### config.mk
export PLATFORM = sky130hd
export DESIGN_NAME = duty_standby_pump_rotation_top
export DESIGN_NICKNAME = d
export VERILOG_FILES = /design/src/hw/rtl/dspr_pkg.sv /design/src/hw/rtl/duty_standby_pump_rotation_top.sv
export VERILOG_INCLUDE_DIRS = /design/src /design/src/hw/rtl
export SDC_FILE = /design/constraint.sdc
export NUM_CORES = 1
export LEC_CHECK = 0
export BUFFER_PORTS_ARGS = -buffer_cell sky130_fd_sc_hd__buf_4
export CAP_MARGIN = 20
export CORE_ASPECT_RATIO = 0.8
export CORE_UTILIZATION = 55
export DETAILED_ROUTE_END_ITERATION = 8
export PLACE_DENSITY = 0.75
export SETUP_SLACK_MARGIN = 0.2
export SLEW_MARGIN = 20
export SYNTH_ARGS = -nofsm -noshare
export SYNTH_HDL_FRONTEND = slang
export SYNTH_SLANG_ARGS = --single-unit
export TNS_END_PERCENT = 5
### constraint.sdc
create_clock -name i_clk -period 7.6 [get_ports i_clk]
set_input_delay 2.28 -clock i_clk [delete_from_list [all_inputs] [get_ports i_clk]]
set_output_delay 2.28 -clock i_clk [all_outputs]
set_load 0.01 [all_outputs]
### src/hw/rtl/duty_standby_pump_rotation_top_assert.svh
// Assertion macros for the duty/standby pump rotation controller
`ifndef DUTY_STANDBY_PUMP_ROTATION_TOP_ASSERT_SVH
`define DUTY_STANDBY_PUMP_ROTATION_TOP_ASSERT_SVH

`ifndef SYNTHESIS
`define DSPR_ASSERT_SAME(label, clk, rst_n, ante, cons) \
    label: assert property (@(posedge clk) disable iff (!rst_n) (ante) |-> (cons)) \
        else $error("dspr assertion failed");
`define DSPR_ASSERT_NEXT(label, clk, rst_n, ante, cons) \
    label: assert property (@(posedge clk) disable iff (!rst_n) (ante) |=> (cons)) \
        else $error("dspr assertion failed");
`else
`define DSPR_ASSERT_SAME(label, clk, rst_n, ante, cons)
`define DSPR_ASSERT_NEXT(label, clk, rst_n, ante, cons)
`endif

`endif

### src/hw/rtl/dspr_pkg.sv
// Types and constants of the duty/standby pump rotation controller
`timescale 1ns / 1ps

package dspr_pkg;

    localparam int PUMPS     = 8;
    localparam int PIDX_W    = $clog2(PUMPS);
    localparam int CNT_W     = $clog2(PUMPS + 1);
    localparam int RUN_W     = 40;
    localparam int ELAPSED_W = 16;
    localparam int MASK_W    = 8;
    localparam int OP_W      = 3;
    localparam int SEL_W     = 3;
    localparam int ACT_W     = 4;
    localparam int IN_DATA_W  = 24;
    localparam int OUT_DATA_W = 8;
    localparam int CFG_IDX_W  = 1;

    localparam logic [ACT_W-1:0] NONE_CODE = ACT_W'(8);
    localparam logic [RUN_W-1:0] RUN_MAX   = {RUN_W{1'b1}};

    typedef enum logic [OP_W-1:0] {
        OP_TICK   = 3'd0,
        OP_START  = 3'd1,
        OP_STOP   = 3'd2,
        OP_FRESET = 3'd3,
        OP_FAULT  = 3'd4
    } t_op;

    typedef enum logic [1:0] {
        PS_STOPPED = 2'd0,
        PS_RUNNING = 2'd1,
        PS_FAULTED = 2'd2
    } t_pstate;

    typedef enum logic [CFG_IDX_W-1:0] {
        CFG_ROT_MODE  = 1'b0,
        CFG_WORK_MASK = 1'b1
    } t_cfg_idx;

    typedef enum logic [2:0] {
        FS_IDLE,
        FS_TICK,
        FS_SCAN,
        FS_PICK,
        FS_FIN
    } t_fsm;

endpackage

### src/hw/rtl/duty_standby_pump_rotation_top.sv
// Duty/standby pump rotation controller: top level
// Input stream: one operation per transaction. tuser carries the operation
// (tick, start, stop, fault reset, pump fault); tdata carries elapsed_ms and
// pump_index. Output stream: one result per input transaction with the active
// pump, its state, the station failure flag and the start failure flag.
// Configuration channel writes rotation_mode (index 0) and working_mask
// (index 1); it is always ready.
// Run times live in a registered-read RAM of PUMPS x 40 bits with one valid
// bit per entry, so reset needs no clearing pass; pump states are flops.
// A start in hours mode walks the RAM one entry per cycle to find the pump with
// the least run time.
// One operation is in flight at a time; input ready is high only when idle.
// A finished result sits in the output register while the next operation is
// taken; if that register is still full the controller waits before loading.
// Reset (synchronous, active low) stops all pumps, zeroes run times, clears
// the active pump, sets hours mode and working_mask to pump 0 only.
`timescale 1ns / 1ps

`include "duty_standby_pump_rotation_top_assert.svh"

module duty_standby_pump_rotation_top (
    input  logic                              i_clk,
    input  logic                              i_rst_n,
    input  logic                              i_s_axis_tvalid,
    output logic                              o_s_axis_tready,
    // [15:0] elapsed_ms, [18:16] pump_index, [23:19] zero
    input  logic [dspr_pkg::IN_DATA_W-1:0]    i_s_axis_tdata,
    // [2:0] operation
    input  logic [dspr_pkg::OP_W-1:0]         i_s_axis_tuser,
    output logic                              o_m_axis_tvalid,
    input  logic                              i_m_axis_tready,
    // [3:0] active_pump, [5:4] active_status, [6] station_fail, [7] start_failed
    output logic [dspr_pkg::OUT_DATA_W-1:0]   o_m_axis_tdata,
    input  logic                              i_cfg_valid,
    output logic                              o_cfg_ready,
    input  logic [dspr_pkg::CFG_IDX_W-1:0]    i_cfg_index,
    input  logic [dspr_pkg::MASK_W-1:0]       i_cfg_data
);

    import dspr_pkg::*;

    t_fsm                   r_fsm, n_fsm;
    t_pstate                r_ps [PUMPS];
    t_pstate                n_ps [PUMPS];
    logic [PIDX_W-1:0]      r_act_idx, n_act_idx;
    logic                   r_act_valid, n_act_valid;
    logic                   r_mode;
    logic [MASK_W-1:0]      r_mask;
    logic [ELAPSED_W-1:0]   r_elapsed, n_elapsed;
    logic [CNT_W-1:0]       r_idx, n_idx;
    logic                   r_found, n_found;
    logic [PIDX_W-1:0]      r_best, n_best;
    logic [RUN_W-1:0]       r_best_time, n_best_time;
    logic                   r_sf, n_sf;
    logic                   r_out_valid, n_out_valid;
    logic [OUT_DATA_W-1:0]  r_out_data, n_out_data;

    logic [RUN_W-1:0]       mem [PUMPS];
    logic [RUN_W-1:0]       r_rd_data;
    logic [PIDX_W-1:0]      r_rd_addr;
    logic [PUMPS-1:0]       r_ent_vld;
    logic [PIDX_W-1:0]      rd_addr;
    logic                   mem_we;
    logic [RUN_W-1:0]       mem_wdata;

    logic [PUMPS-1:0]       working, elig, standby_ok;
    logic                   rr_found, fb_found, all_faulted, s_accept;
    logic [PIDX_W-1:0]      rr_idx, fb_idx;
    logic [RUN_W-1:0]       rd_value;
    logic [RUN_W:0]         tick_sum;
    logic [ELAPSED_W-1:0]   in_elapsed;
    logic [SEL_W-1:0]       in_sel;
    t_op                    in_op;

    assign in_elapsed = i_s_axis_tdata[ELAPSED_W-1:0];
    assign in_sel     = i_s_axis_tdata[ELAPSED_W +: SEL_W];
    assign in_op      = t_op'(i_s_axis_tuser);
    assign s_accept   = i_s_axis_tvalid && o_s_axis_tready;

    assign o_s_axis_tready = (r_fsm == FS_IDLE);
    assign o_m_axis_tvalid = r_out_valid;
    assign o_m_axis_tdata  = r_out_data;
    assign o_cfg_ready     = 1'b1;

    assign working  = PUMPS'(r_mask);
    assign rd_value = r_ent_vld[r_rd_addr] ? r_rd_data : '0;
    assign tick_sum = {1'b0, rd_value} + (RUN_W + 1)'(r_elapsed);

    always_comb begin
        for (int p = 0; p < PUMPS; p++) begin
            elig[p]       = working[p] && (r_ps[p] != PS_FAULTED);
            standby_ok[p] = !working[p] && (r_ps[p] != PS_FAULTED);
        end
    end

    // round-robin search and standby fallback
    always_comb begin
        logic [CNT_W:0]    sum;
        logic [PIDX_W-1:0] cand;
        rr_found = 1'b0;
        rr_idx   = '0;
        fb_found = 1'b0;
        fb_idx   = '0;
        all_faulted = 1'b1;
        for (int k = 1; k <= PUMPS; k++) begin
            sum = (CNT_W + 1)'(r_act_idx) + (CNT_W + 1)'(k);
            if (sum >= (CNT_W + 1)'(PUMPS)) begin
                sum = sum - (CNT_W + 1)'(PUMPS);
            end
            cand = r_act_valid ? PIDX_W'(sum) : PIDX_W'(k - 1);
            if (!rr_found && elig[cand]) begin
                rr_found = 1'b1;
                rr_idx   = cand;
            end
        end
        for (int p = 0; p < PUMPS; p++) begin
            if (!fb_found && standby_ok[p]) begin
                fb_found = 1'b1;
                fb_idx   = PIDX_W'(p);
            end
            if (r_ps[p] != PS_FAULTED) begin
                all_faulted = 1'b0;
            end
        end
    end

    always_comb begin
        logic              stopped_one;
        logic [PIDX_W-1:0] cand;
        n_fsm       = r_fsm;
        n_ps        = r_ps;
        n_act_idx   = r_act_idx;
        n_act_valid = r_act_valid;
        n_elapsed   = r_elapsed;
        n_idx       = r_idx;
        n_found     = r_found;
        n_best      = r_best;
        n_best_time = r_best_time;
        n_sf        = r_sf;
        n_out_valid = r_out_valid && !i_m_axis_tready;
        n_out_data  = r_out_data;
        rd_addr     = '0;
        mem_we      = 1'b0;
        mem_wdata   = tick_sum[RUN_W] ? RUN_MAX : tick_sum[RUN_W-1:0];
        stopped_one = 1'b0;
        cand        = PIDX_W'(r_idx - CNT_W'(1));
        case (r_fsm)
            FS_IDLE: begin
                if (s_accept) begin
                    n_sf  = 1'b0;
                    n_fsm = FS_FIN;
                    case (in_op)
                        OP_TICK: begin
                            n_elapsed = in_elapsed;
                            rd_addr   = r_act_idx;
                            if (r_act_valid && r_ps[r_act_idx] == PS_RUNNING) begin
                                n_fsm = FS_TICK;
                            end
                        end
                        OP_START: begin
                            if (r_mode) begin
                                n_found = rr_found;
                                n_best  = rr_idx;
                                n_fsm   = FS_PICK;
                            end else begin
                                n_found = 1'b0;
                                n_idx   = CNT_W'(1);
                                n_fsm   = FS_SCAN;
                            end
                        end
                        OP_STOP: begin
                            if (r_act_valid) begin
                                n_ps[r_act_idx] = PS_STOPPED;
                            end
                        end
                        OP_FRESET: begin
                            for (int p = 0; p < PUMPS; p++) begin
                                if (r_ps[p] == PS_FAULTED) begin
                                    n_ps[p] = PS_STOPPED;
                                end else if (!stopped_one && !working[p]
                                             && r_ps[p] == PS_RUNNING) begin
                                    n_ps[p]     = PS_STOPPED;
                                    stopped_one = 1'b1;
                                end
                            end
                        end
                        OP_FAULT: begin
                            if (32'(in_sel) < PUMPS) begin
                                n_ps[PIDX_W'(in_sel)] = PS_FAULTED;
                            end
                        end
                        default: begin
                        end
                    endcase
                end
            end
            FS_TICK: begin
                mem_we = 1'b1;
                n_fsm  = FS_FIN;
            end
            FS_SCAN: begin
                if (elig[cand] && (!r_found || rd_value < r_best_time)) begin
                    n_found     = 1'b1;
                    n_best      = cand;
                    n_best_time = rd_value;
                end
                if (r_idx < CNT_W'(PUMPS)) begin
                    rd_addr = r_idx[PIDX_W-1:0];
                    n_idx   = r_idx + CNT_W'(1);
                end else begin
                    n_fsm = FS_PICK;
                end
            end
            FS_PICK: begin
                n_fsm = FS_FIN;
                if (r_found) begin
                    n_ps[r_best] = PS_RUNNING;
                    n_act_idx    = r_best;
                    n_act_valid  = 1'b1;
                end else if (fb_found) begin
                    n_ps[fb_idx] = PS_RUNNING;
                    n_act_idx    = fb_idx;
                    n_act_valid  = 1'b1;
                end else begin
                    n_sf = 1'b1;
                end
            end
            FS_FIN: begin
                if (!r_out_valid || i_m_axis_tready) begin
                    n_out_valid = 1'b1;
                    n_out_data  = {r_sf, all_faulted,
                                   r_act_valid ? 2'(r_ps[r_act_idx]) : 2'(PS_STOPPED),
                                   r_act_valid ? ACT_W'(r_act_idx) : NONE_CODE};
                    n_fsm       = FS_IDLE;
                end
            end
            default: begin
                n_fsm = FS_IDLE;
            end
        endcase
    end

    // run-time RAM; a tick reads in its accept cycle and writes in the cycle after,
    // and no other operation is taken in between
    always_ff @(posedge i_clk) begin
        if (mem_we) begin
            mem[r_act_idx] <= mem_wdata;
        end
        r_rd_data <= mem[rd_addr];
        r_rd_addr <= rd_addr;
    end

    always_ff @(posedge i_clk) begin
        if (!i_rst_n) begin
            r_fsm       <= FS_IDLE;
            for (int p = 0; p < PUMPS; p++) begin
                r_ps[p] <= PS_STOPPED;
            end
            r_ent_vld   <= '0;
            r_act_idx   <= '0;
            r_act_valid <= 1'b0;
            r_mode      <= 1'b0;
            r_mask      <= MASK_W'(1);
            r_idx       <= '0;
            r_found     <= 1'b0;
            r_sf        <= 1'b0;
            r_out_valid <= 1'b0;
        end else begin
            r_fsm       <= n_fsm;
            r_ps        <= n_ps;
            r_act_idx   <= n_act_idx;
            r_act_valid <= n_act_valid;
            r_idx       <= n_idx;
            r_found     <= n_found;
            r_sf        <= n_sf;
            r_out_valid <= n_out_valid;
            if (mem_we) begin
                r_ent_vld[r_act_idx] <= 1'b1;
            end
            if (i_cfg_valid && o_cfg_ready) begin
                case (t_cfg_idx'(i_cfg_index))
                    CFG_ROT_MODE:  r_mode <= i_cfg_data[0];
                    CFG_WORK_MASK: r_mask <= i_cfg_data;
                    default: begin
                    end
                endcase
            end
        end
    end

    always_ff @(posedge i_clk) begin
        r_elapsed   <= n_elapsed;
        r_best      <= n_best;
        r_best_time <= n_best_time;
        r_out_data  <= n_out_data;
    end

    `DSPR_ASSERT_NEXT(a_one_in_flight, i_clk, i_rst_n, s_accept, !o_s_axis_tready)
    `DSPR_ASSERT_SAME(a_tick_needs_active, i_clk, i_rst_n, r_fsm == FS_TICK, r_act_valid)
    `DSPR_ASSERT_SAME(a_status_legal, i_clk, i_rst_n, r_out_valid,
                      r_out_data[5:4] != 2'd3)

endmodule
==> results of run 1 <==
metrics by stage:
step	util (%)	setup slack (ns)	instance area, um^2	cells	hold slack, ns
floorplan	-	1.895	22160	2031	0.4087
global route	61.99	1.286	24550	2621	0.4584
CTS	61.99	1.683	24550	2621	0.4473
detailed placement	58.02	1.721	22980	2536	0.4380
global placement	58.02	1.846	22980	2536	0.4164
finish	61.99	1.677	24550	2621	0.4441
cell usage in the layout (no fill, tap or decap), types with 7 or more instances in the layout:
cell type,synthesis,final
a21boi_0,29,29
and2_1,45,37
o21ai_1,14,14
ha_1,63,63
mux2i_1,7,7
a21oi_1,50,50
o21a_1,11,11
buf_4,3,64
nor4_1,12,12
clkinv_2,0,7
clkbuf_16,0,47
xor2_1,13,13
nor3b_1,10,10
nor3_1,17,17
nand2_1,467,467
or3_1,13,13
nand4_1,15,15
mux2_2,10,10
xnor2_1,17,17
a211oi_1,8,8
nor2_1,57,57
and2_2,0,8
o31ai_1,13,13
nand3_1,237,237
inv_1,70,70
dfxtp_1,90,90
a21o_1,21,21
o21ai_0,80,80
edfxtp_1,387,387
nor2b_1,22,22
nand2b_1,22,22
clkinv_1,1,9
mux4_2,17,17
a31oi_1,20,19
layout make-up:
type | count | area [um^2]
fillers | 3072 | 15050
flip-flops and latches | 477 | 13420
multi-input cells | 1383 | 8084
clock buffers | 56 | 1260
well taps | 536 | 670.6
repair buffers | 66 | 520.5
clock inverters | 29 | 314.1
inverters | 74 | 280.3
worst max-delay path: stages, from the launching register on:
cell,delay [ns]
dfxtp_1,0.40
mux2_2,0.35
mux4_2,0.86
and2_1,0.37
ha_1,0.34
nor2b_1,0.21
o21a_1,0.17
o21ai_0,0.20
a211oi_1,0.62
a2111o_1,0.50
nand3_1,0.78
a31oi_1,0.81
sequential cells by signal, indices dropped and copies added, names as in the netlist, 3 cells and up:
signal,count
mem,320
o_m_axis_tdata,8
r_act_idx,3
r_best,3
r_best_time,40
r_elapsed,16
r_ent_vld,8
r_fsm,3
r_idx,4
r_mask,8
r_ps,16
r_rd_addr,3
r_rd_data,40
logic make-up after synthesis:
kind of cell / count (synthesis) / synth area share, %
buf+inv: 171 / 3.089
compound gates: 304 / 8.934
flops: 477 / 60.58
fa+ha+maj: 64 / 3.648
other cells: 1 / 0.01693
simple gates: 947 / 19.82
mux: 37 / 2.728
xor+xnor: 30 / 1.186
path summary, 6_finish.rpt:
path,depth (start not counted),end,slack (ns)
max reg2reg,11,mem[1][25],1.68
min reg2reg,0,o_m_axis_tdata[7],0.44
max,11,mem[1][25],1.68
min,0,o_m_axis_tdata[7],0.44
power groups by stage:
| stage | sequential [mW] | combinational [mW] | clock [mW] |
|---|---|---|---|
| floorplan | 2.87 | 0.0932 | 0 |
| global placement | 2.88 | 0.137 | 0 |
| detailed placement | 2.88 | 0.140 | 0 |
| CTS | 2.82 | 0.141 | 2.40 |
| global route | 2.82 | 0.157 | 2.50 |
| finish | 2.82 | 0.144 | 2.36 |
per-layer routing:
| metal | part of all wire, % | vias up |
|---|---|---|
| li1 | - | 7372 |
| met1 | 45 | 7755 |
| met2 | 45 | 713 |
| met3 | 9.3 | 67 |
| met4 | 1.5 | 0 |
| met5 | 0 | - |
==> results.py, run 1 <==
metrics = {
    "status": {
        "status": "completed",
    },
    "clock_tree": {
        "clkLatencyLatePin_ns": 0.56,
        "cts_tree": "yes",
        "cts_root_buf": "clkbuf_16",
        "cts.sinks": 477,
        "postCtsHoldBufs": 0,
        "cts_htree_levels": 2,
        "cts_setup_buffers": 0,
        "cts_inserted_buffers": 46,
        "path_clk_slew_ns": 0.07,
        "post_cts_resized": 0,
        "cts_buffer_depth": 3,
    },
    "critical_path": {
        "end_kind": "flop",
        "worstPathMaxFanout": 45,
        "crit_arrival_ns": 6.19,
        "required_ns": 7.87,
        "crit_type": "flop to flop",
        "r2r-start": "r_rd_addr[1]",
        "worstSetupStartpoint": "r_rd_addr[1]",
        "start_kind": "flop",
    },
    "floorplanning": {
        "start_util_pct": 55.94,
        "coreArea_um2": 39610,
        "io_pins": 52,
        "die_h_um": 181.5,
        "die_w_um": 226.4,
        "dieArea_um2": 41100,
        "num_rows": 65,
    },
    "timing": {
        "fin_worst_skew_ns": 0.01686,
        "timing.final.hold_violations": 0,
        "worst_pin_slew_ns": 0.9874,
        "max_freq_mhz": 168.8,
        "fin_crit_ns": 5.923,
        "setup_viol": 0,
        "fin_setup_tns_ns": 0,
        "rsz0062_at_grt": "no",
        "slew_violations": 0,
        "slew_headroom_pct": 34.17,
        "timing.final.crit_share_pct": 77.94,
    },
    "grt": {
        "track_usage_pct": 26.70,
        "grt-busiest-layer": "met2",
        "antenna_found_initial": 0,
        "grt_first_pass_wirelength_mm": 85.02,
        "use_met2_pct": 40.11,
        "grt_pass1_vias": 15278,
        "met1_usage_pct": 40.06,
        "overflow": 0,
        "grt_max_degree": 161,
        "use_met3_pct": 5.275,
    },
    "routing": {
        "drt_wl_total_mm": 53.73,
        "detail-route-antenna-nets": 0,
        "wire_per_inst_um": 20.50,
        "first_iter_violations": 1898,
        "drc": 0,
        "via_count": 15907,
        "viasPerCell": 6.069,
        "drtPass1Iterations": 5,
    },
    "layout": {
        "diodes": 0,
        "final_layout_size_suffix_gt1_share_pct": 9.448,
        "nets": 2153,
        "area_growth_pct": 10.81,
    },
    "power": {
        "p_leak_nw": 9.397,
        "p_int_mw": 4.254,
        "p_seq_share_pct": 53.0,
        "p_comb_share_pct": 2.7,
        "p_per_area_nw_per_um2": 217.0,
        "vdd_drop_max_mv": 0.1804,
        "p_sw_share_pct": 20.18,
        "power_switching_mw": 1.075,
        "total_power_mw": 5.329,
        "p_clk_share_pct": 44.3,
    },
    "synth": {
        "synth_cell_types": 81,
        "synth_area_leaders": "edfxtp_1 (52%), dfxtp_1 (8.1%), nand2_1 (7.9%), nand3_1 (5.4%), ha_1 (3.6%)",
        "synth_top_cell_by_area": "edfxtp_1",
        "syn_area_per_cell_um2": 10.91,
        "ys_seq_elements": 477,
        "ys_seq_area_share_pct": 60.58,
        "synth_edf_count": 387,
        "synth_most_common_cell": "nand2_1",
        "yosys_most_used_dff": "edfxtp_1",
        "yosys_warnings": 0,
        "syn_nets": 2136,
        "synth_common_cells": "nand2_1 (467), edfxtp_1 (387), nand3_1 (237)",
        "async_flop_share_pct": 0,
        "synthesis.area_um2": 22160,
        "yosys.area.top_type_share_pct": 52.45,
        "netlist_instances": 2031,
    },
    "min_path": {
        "min_path_type": "flop to flop",
        "hold_path_startpoint": "r_sf",
    },
    "place": {
        "place_congestion": 0.9662,
        "port-buffer-count": 45,
        "hpwl_mm": 31.95,
    },
    "job": {
        "maxCapViolCount": 0,
    },
}
(Power assumes the default switching activity.)
==> inputs of run 2 (changes only) <==
==> constraint.sdc (replaced) <==
create_clock -name i_clk -period 5.88 [get_ports i_clk]
set_input_delay 1.764 -clock i_clk [delete_from_list [all_inputs] [get_ports i_clk]]
set_output_delay 1.764 -clock i_clk [all_outputs]
set_load 0.01 [all_outputs]
==> results.py, run 2 (same netlist as run 1, synthesis figures left out) <==
metrics = {
    "power": {
        "total_power_mw": 6.739,
        "p_leak_nw": 9.417,
        "p_per_area_nw_per_um2": 274.2,
        "vdd_drop_max_mv": 0.2121,
    },
    "clock_tree": {
        "cts_setup_buffers": 0,
        "clkLatencyLatePin_ns": 0.57,
        "cts_inserted_buffers": 47,
        "postCtsHoldBufs": 0,
        "cts_root_buf": "clkbuf_16",
        "cts.sinks": 477,
        "cts_htree_levels": 2,
        "post_cts_resized": 0,
        "cts_tree": "yes",
        "path_clk_slew_ns": 0.06,
        "cts_buffer_depth": 3,
    },
    "routing": {
        "drtPass1Iterations": 5,
        "drt_wl_total_mm": 54.20,
        "drc": 0,
        "detail-route-antenna-nets": 0,
        "viasPerCell": 6.084,
        "via_count": 16000,
        "wire_per_inst_um": 20.61,
        "first_iter_violations": 1749,
    },
    "place": {
        "place_congestion": 0.9799,
        "place_inst": 2544,
        "hpwl_mm": 32.98,
        "port-buffer-count": 45,
    },
    "floorplanning": {
        "start_util_pct": 55.94,
        "num_rows": 65,
        "dieArea_um2": 41100,
        "die_w_um": 226.4,
        "coreArea_um2": 39610,
        "die_h_um": 181.5,
        "io_pins": 52,
    },
    "timing": {
        "slew_violations": 0,
        "worst_pin_slew_ns": 0.9683,
        "holdWs_ns": 0.4425,
        "setup_viol": 0,
        "timing.final.hold_violations": 0,
        "rsz0062_at_grt": "no",
        "fin_worst_skew_ns": 0.03240,
        "slew_headroom_pct": 34.76,
        "max_freq_mhz": 184.3,
        "timing.final.crit_share_pct": 92.27,
        "fin_setup_tns_ns": 0,
        "fin_crit_ns": 5.426,
    },
    "critical_path": {
        "worstSetupStartpoint": "r_rd_addr[1]",
        "worstRegToRegCells": 12,
        "start_kind": "flop",
        "required_ns": 6.13,
        "worstPathMaxFanout": 17,
        "crit_arrival_ns": 5.68,
        "r2r-start": "r_rd_addr[1]",
        "reg2reg_to": "mem[4][25]",
        "end_kind": "flop",
        "worst-r2r-setup-slack_ns": 0.45,
        "worstSetupEndpoint": "mem[4][25]",
        "crit_type": "flop to flop",
    },
    "layout": {
        "final_layout_size_suffix_gt1_share_pct": 9.694,
        "area_growth_pct": 10.94,
        "fin_util_pct": 62.06,
        "multi_input_area_um2": 8090,
        "diodes": 0,
        "largest_register": "mem",
        "reg.largest.list": "mem: 320 flops, r_best_time: 40 flops, r_rd_data: 40 flops",
        "final_common_cell": "nand2_1",
        "largest_register_ffs": 320,
        "ff_latch_area_um2": 13420,
        "layout.cells.most_common_list": "nand2_1 (467), edfxtp_1 (387), nand3_1 (237)",
        "final_cells": 2630,
        "nets": 2162,
        "nFillCells": 3080,
    },
    "grt": {
        "grt_max_degree": 161,
        "grt_first_pass_wirelength_mm": 84.13,
        "grt_pass1_vias": 14986,
        "overflow": 0,
        "antenna_found_initial": 0,
        "track_usage_pct": 26.65,
    },
    "min_path": {
        "min_path_type": "flop to flop",
        "hold_path_startpoint": "r_sf",
    },
    "job": {
        "maxCapViolCount": 0,
    },
    "status": {
        "status": "completed",
    },
}
==> run 2: changes by cell type in the layout (fill, tap and decap cells not counted), moves of 2 or more <==
cell / change
clkbuf_1: +9
clkbuf_8: +6
bufinv_16: -5
clkinv_1: -5
buf_12: +4
buf_4: +4
clkinv_4: -2
clkinvlp_4: -2
==> run 2: worst min-delay path by stage <==
stage	end	slack, ns	cells past startpoint
floorplan	o_m_axis_tdata[7]	0.41	0
global placement	o_m_axis_tdata[7]	0.42	0
detailed placement	o_m_axis_tdata[7]	0.43	0
CTS	o_m_axis_tdata[7]	0.44	0
global route	o_m_axis_tdata[7]	0.45	0
finish	o_m_axis_tdata[7]	0.44	0
==> run 2: through the flow <==
| stage | worst slack [ns] | instance area (um^2) |
|---|---|---|
| finish | 0.4545 | 24580 |
| global route | 0.2114 | 24580 |
| CTS | 0.4810 | 24570 |
| detailed placement | 0.5862 | 23090 |
| global placement | 0.6388 | 23090 |
| floorplan | 0.9692 | 22160 |
==> run 2: critical path, cell delays in order (launching register included) <==
cell,delay (ns)
dfxtp_1,0.40
mux2_2,0.35
mux4_2,0.69
and2_1,0.29
ha_1,0.33
nor2b_1,0.20
o21a_1,0.17
o21ai_0,0.24
a211oi_1,0.76
a2111o_1,0.34
buf_4,0.19
nand3_1,0.44
a31oi_1,0.72
==> run 2: metal layers <==
layer	vias up	global-route usage (%)	share of wire [%]
li1	7391	-	-
met4	0	7.108	2.1
met3	93	6.165	10
met1	7770	40.08	45
met2	746	38.79	43
met5	-	0	0
==> run 2: power breakdown <==
group	internal, mW	switching [mW]	leakage (nW)	total (mW)
sequential	3.63	0.0202	4.24	3.65
clock	1.66	1.24	0.734	2.90
combinational	0.0727	0.116	4.45	0.189
total	5.36	1.37	9.42	6.74
==> run 2: final cells by class <==
type                       instances  share of cell area (%)
tap                              536                   2.728
timing repair buffer              74                   2.565
multi-input combinational       1383                   32.91
clock buffer                      71                   5.599
inverter                          74                   1.140
sequential                       477                   54.61
clock inverter                    15                  0.4479
==> inputs of run 3 (changes only) <==
--- a/config.mk
+++ b/config.mk
@@ -9,9 +9,9 @@
 export BUFFER_PORTS_ARGS = -buffer_cell sky130_fd_sc_hd__buf_4
 export CAP_MARGIN = 20
 export CORE_ASPECT_RATIO = 0.8
-export CORE_UTILIZATION = 55
+export CORE_UTILIZATION = 48
 export DETAILED_ROUTE_END_ITERATION = 8
-export PLACE_DENSITY = 0.75
+export PLACE_DENSITY = 0.68
 export SETUP_SLACK_MARGIN = 0.2
 export SLEW_MARGIN = 20
 export SYNTH_ARGS = -nofsm -noshare
==> results.py, run 3 (same netlist as run 1, synthesis figures left out) <==
metrics = {
    "floorplanning": {
        "die_w_um": 242.2,
        "io_pins": 52,
        "num_rows": 70,
        "start_util_pct": 48.55,
        "coreArea_um2": 45630,
        "dieArea_um2": 47030,
        "die_h_um": 194.2,
    },
    "place": {
        "hpwl_mm": 33.71,
        "dpl_cell_area_um2": 23200,
        "port-buffer-count": 45,
        "place_congestion": 0.9635,
        "place_inst": 2622,
    },
    "routing": {
        "detail-route-antenna-nets": 0,
        "drt_wl_total_mm": 55.43,
        "drc": 0,
        "drtPass1Iterations": 6,
        "first_iter_violations": 1636,
        "via_count": 15818,
        "viasPerCell": 5.835,
        "wire_per_inst_um": 20.45,
    },
    "clock_tree": {
        "cts_buffer_depth": 3,
        "cts_root_buf": "clkbuf_16",
        "clkLatencyLatePin_ns": 0.58,
        "path_clk_slew_ns": 0.06,
        "cts_htree_levels": 2,
        "post_cts_resized": 0,
        "cts_tree": "yes",
        "cts_setup_buffers": 0,
        "postCtsHoldBufs": 0,
        "cts_inserted_buffers": 47,
        "cts.sinks": 477,
    },
    "layout": {
        "final_cells": 2711,
        "reg.largest.list": "mem: 320 flops, r_best_time: 40 flops, r_rd_data: 40 flops",
        "fin_util_pct": 54.23,
        "layout.cells.most_common_list": "nand2_1 (467), edfxtp_1 (387), nand3_1 (237)",
        "nFillCells": 3821,
        "area_growth_pct": 11.68,
        "ff_latch_area_um2": 13420,
        "final_layout_size_suffix_gt1_share_pct": 9.676,
        "final_area_um2": 24750,
        "largest_register_ffs": 320,
        "multi_input_area_um2": 8084,
        "largest_register": "mem",
        "final_common_cell": "nand2_1",
        "nets": 2164,
    },
    "power": {
        "p_sw_share_pct": 20.30,
        "p_clk_share_pct": 44.1,
        "p_comb_share_pct": 2.7,
        "p_int_mw": 5.473,
        "p_per_area_nw_per_um2": 277.5,
        "power_switching_mw": 1.394,
        "vdd_drop_max_mv": 0.3208,
        "p_seq_share_pct": 53.2,
        "p_leak_nw": 9.450,
    },
    "min_path": {
        "hold_path_startpoint": "r_sf",
        "min_path_type": "flop to flop",
        "hold_path_end": "o_m_axis_tdata[7]",
        "min_path_cells": 0,
    },
    "timing": {
        "fin_worst_skew_ns": 0.02643,
        "fin_crit_ns": 5.282,
        "fin_setup_tns_ns": 0,
        "worst_pin_slew_ns": 0.9985,
        "timing.final.hold_violations": 0,
        "slew_headroom_pct": 33.43,
        "max_freq_mhz": 189.3,
        "slew_violations": 0,
        "setup_viol": 0,
        "timing.final.crit_share_pct": 89.83,
        "rsz0062_at_grt": "no",
    },
    "critical_path": {
        "start_kind": "flop",
        "r2r-start": "r_rd_addr[1]",
        "worstPathMaxFanout": 21,
        "required_ns": 6.06,
        "worst-r2r-setup-slack_ns": 0.60,
        "crit_arrival_ns": 5.46,
        "end_kind": "flop",
        "crit_type": "flop to flop",
        "reg2reg_to": "mem[5][33]",
        "worstRegToRegCells": 15,
    },
    "grt": {
        "track_usage_pct": 23.53,
        "overflow": 0,
        "antenna_found_initial": 1,
        "grt_first_pass_wirelength_mm": 86.28,
        "grt_pass1_vias": 14946,
        "grt_max_degree": 85,
    },
    "job": {
        "maxCapViolCount": 0,
    },
    "status": {
        "status": "completed",
    },
}
[run 3: cell count changes in the layout (fill, tap and decap cells not counted)]
cell,change
clkbuf_8,-6
bufinv_16,+4
clkbuf_1,+4
buf_4,+2
a31oi_1,+1
a31oi_2,-1
clkinv_1,-1
diode_2,+1
inv_6,+1
[run 3: how the worst max path moves through the flow]
stage                            start         end  slack [ns]  depth (start not counted)
final                     r_rd_addr[1]  mem[5][33]        0.60                         15
after global placement    r_rd_addr[1]  mem[0][19]        0.80                         15
after detailed placement  r_rd_addr[1]  mem[0][27]        0.66                         15
after CTS                 r_rd_addr[1]  mem[0][27]        0.64                         15
after floorplan           r_rd_addr[1]   r_best[0]        0.97                         14
after global routing      r_rd_addr[1]  mem[0][27]        0.35                         15
[run 3: area by class of cell]
cell class | instances | share of cell area [%]
flip-flops and latches | 477 | 54.24
multi-input cells | 1383 | 32.67
clock buffers | 69 | 5.289
well taps | 612 | 3.094
repair buffers | 76 | 2.609
inverters | 74 | 1.133
clock inverters | 19 | 0.9506
diodes | 1 | 0.01011
[run 3: worst max-delay path: stages (launching register included)]
cell      delay (ns)
dfxtp_1         0.41
mux2_2          0.35
mux4_2          0.63
buf_4           0.27
and2_1          0.22
ha_1            0.45
a211o_1         0.37
nor3_1          0.18
a211oi_1        0.10
buf_4           0.21
a2111o_1        0.41
buf_4           0.18
and4_1          0.31
nand2_1         0.11
buf_4           0.29
o21ai_0         0.39
[run 3: per-layer routing]
| metal | vias up | share of wire, % | track usage [%] |
|---|---|---|---|
| li1 | 7386 | - | - |
| met1 | 7712 | 46 | 35.41 |
| met3 | 71 | 8.5 | 4.415 |
| met5 | - | 0 | 0 |
| met4 | 0 | 1.9 | 5.345 |
| met2 | 649 | 43 | 35.21 |
[run 3: power groups by stage]
stage / Sequential (mW) / Combinational, mW / Clock [mW]
finish: 3.65 / 0.189 / 3.03
detailed placement: 3.72 / 0.184 / 0
global placement: 3.72 / 0.180 / 0
CTS: 3.65 / 0.186 / 3.07
global route: 3.65 / 0.207 / 3.19
floorplan: 3.71 / 0.120 / 0
[run 3: stage by stage]
stage	total power, mW	setup slack [ns]	hold WS (ns)
2_1_floorplan	3.833	0.9692	0.4087
3_3_place_gp	3.901	0.7991	0.4301
3_5_place_dp	3.905	0.6611	0.4321
4_1_cts	6.905	0.6356	0.4466
5_1_grt	7.048	0.3488	0.4541
6_report	6.867	0.5978	0.4432
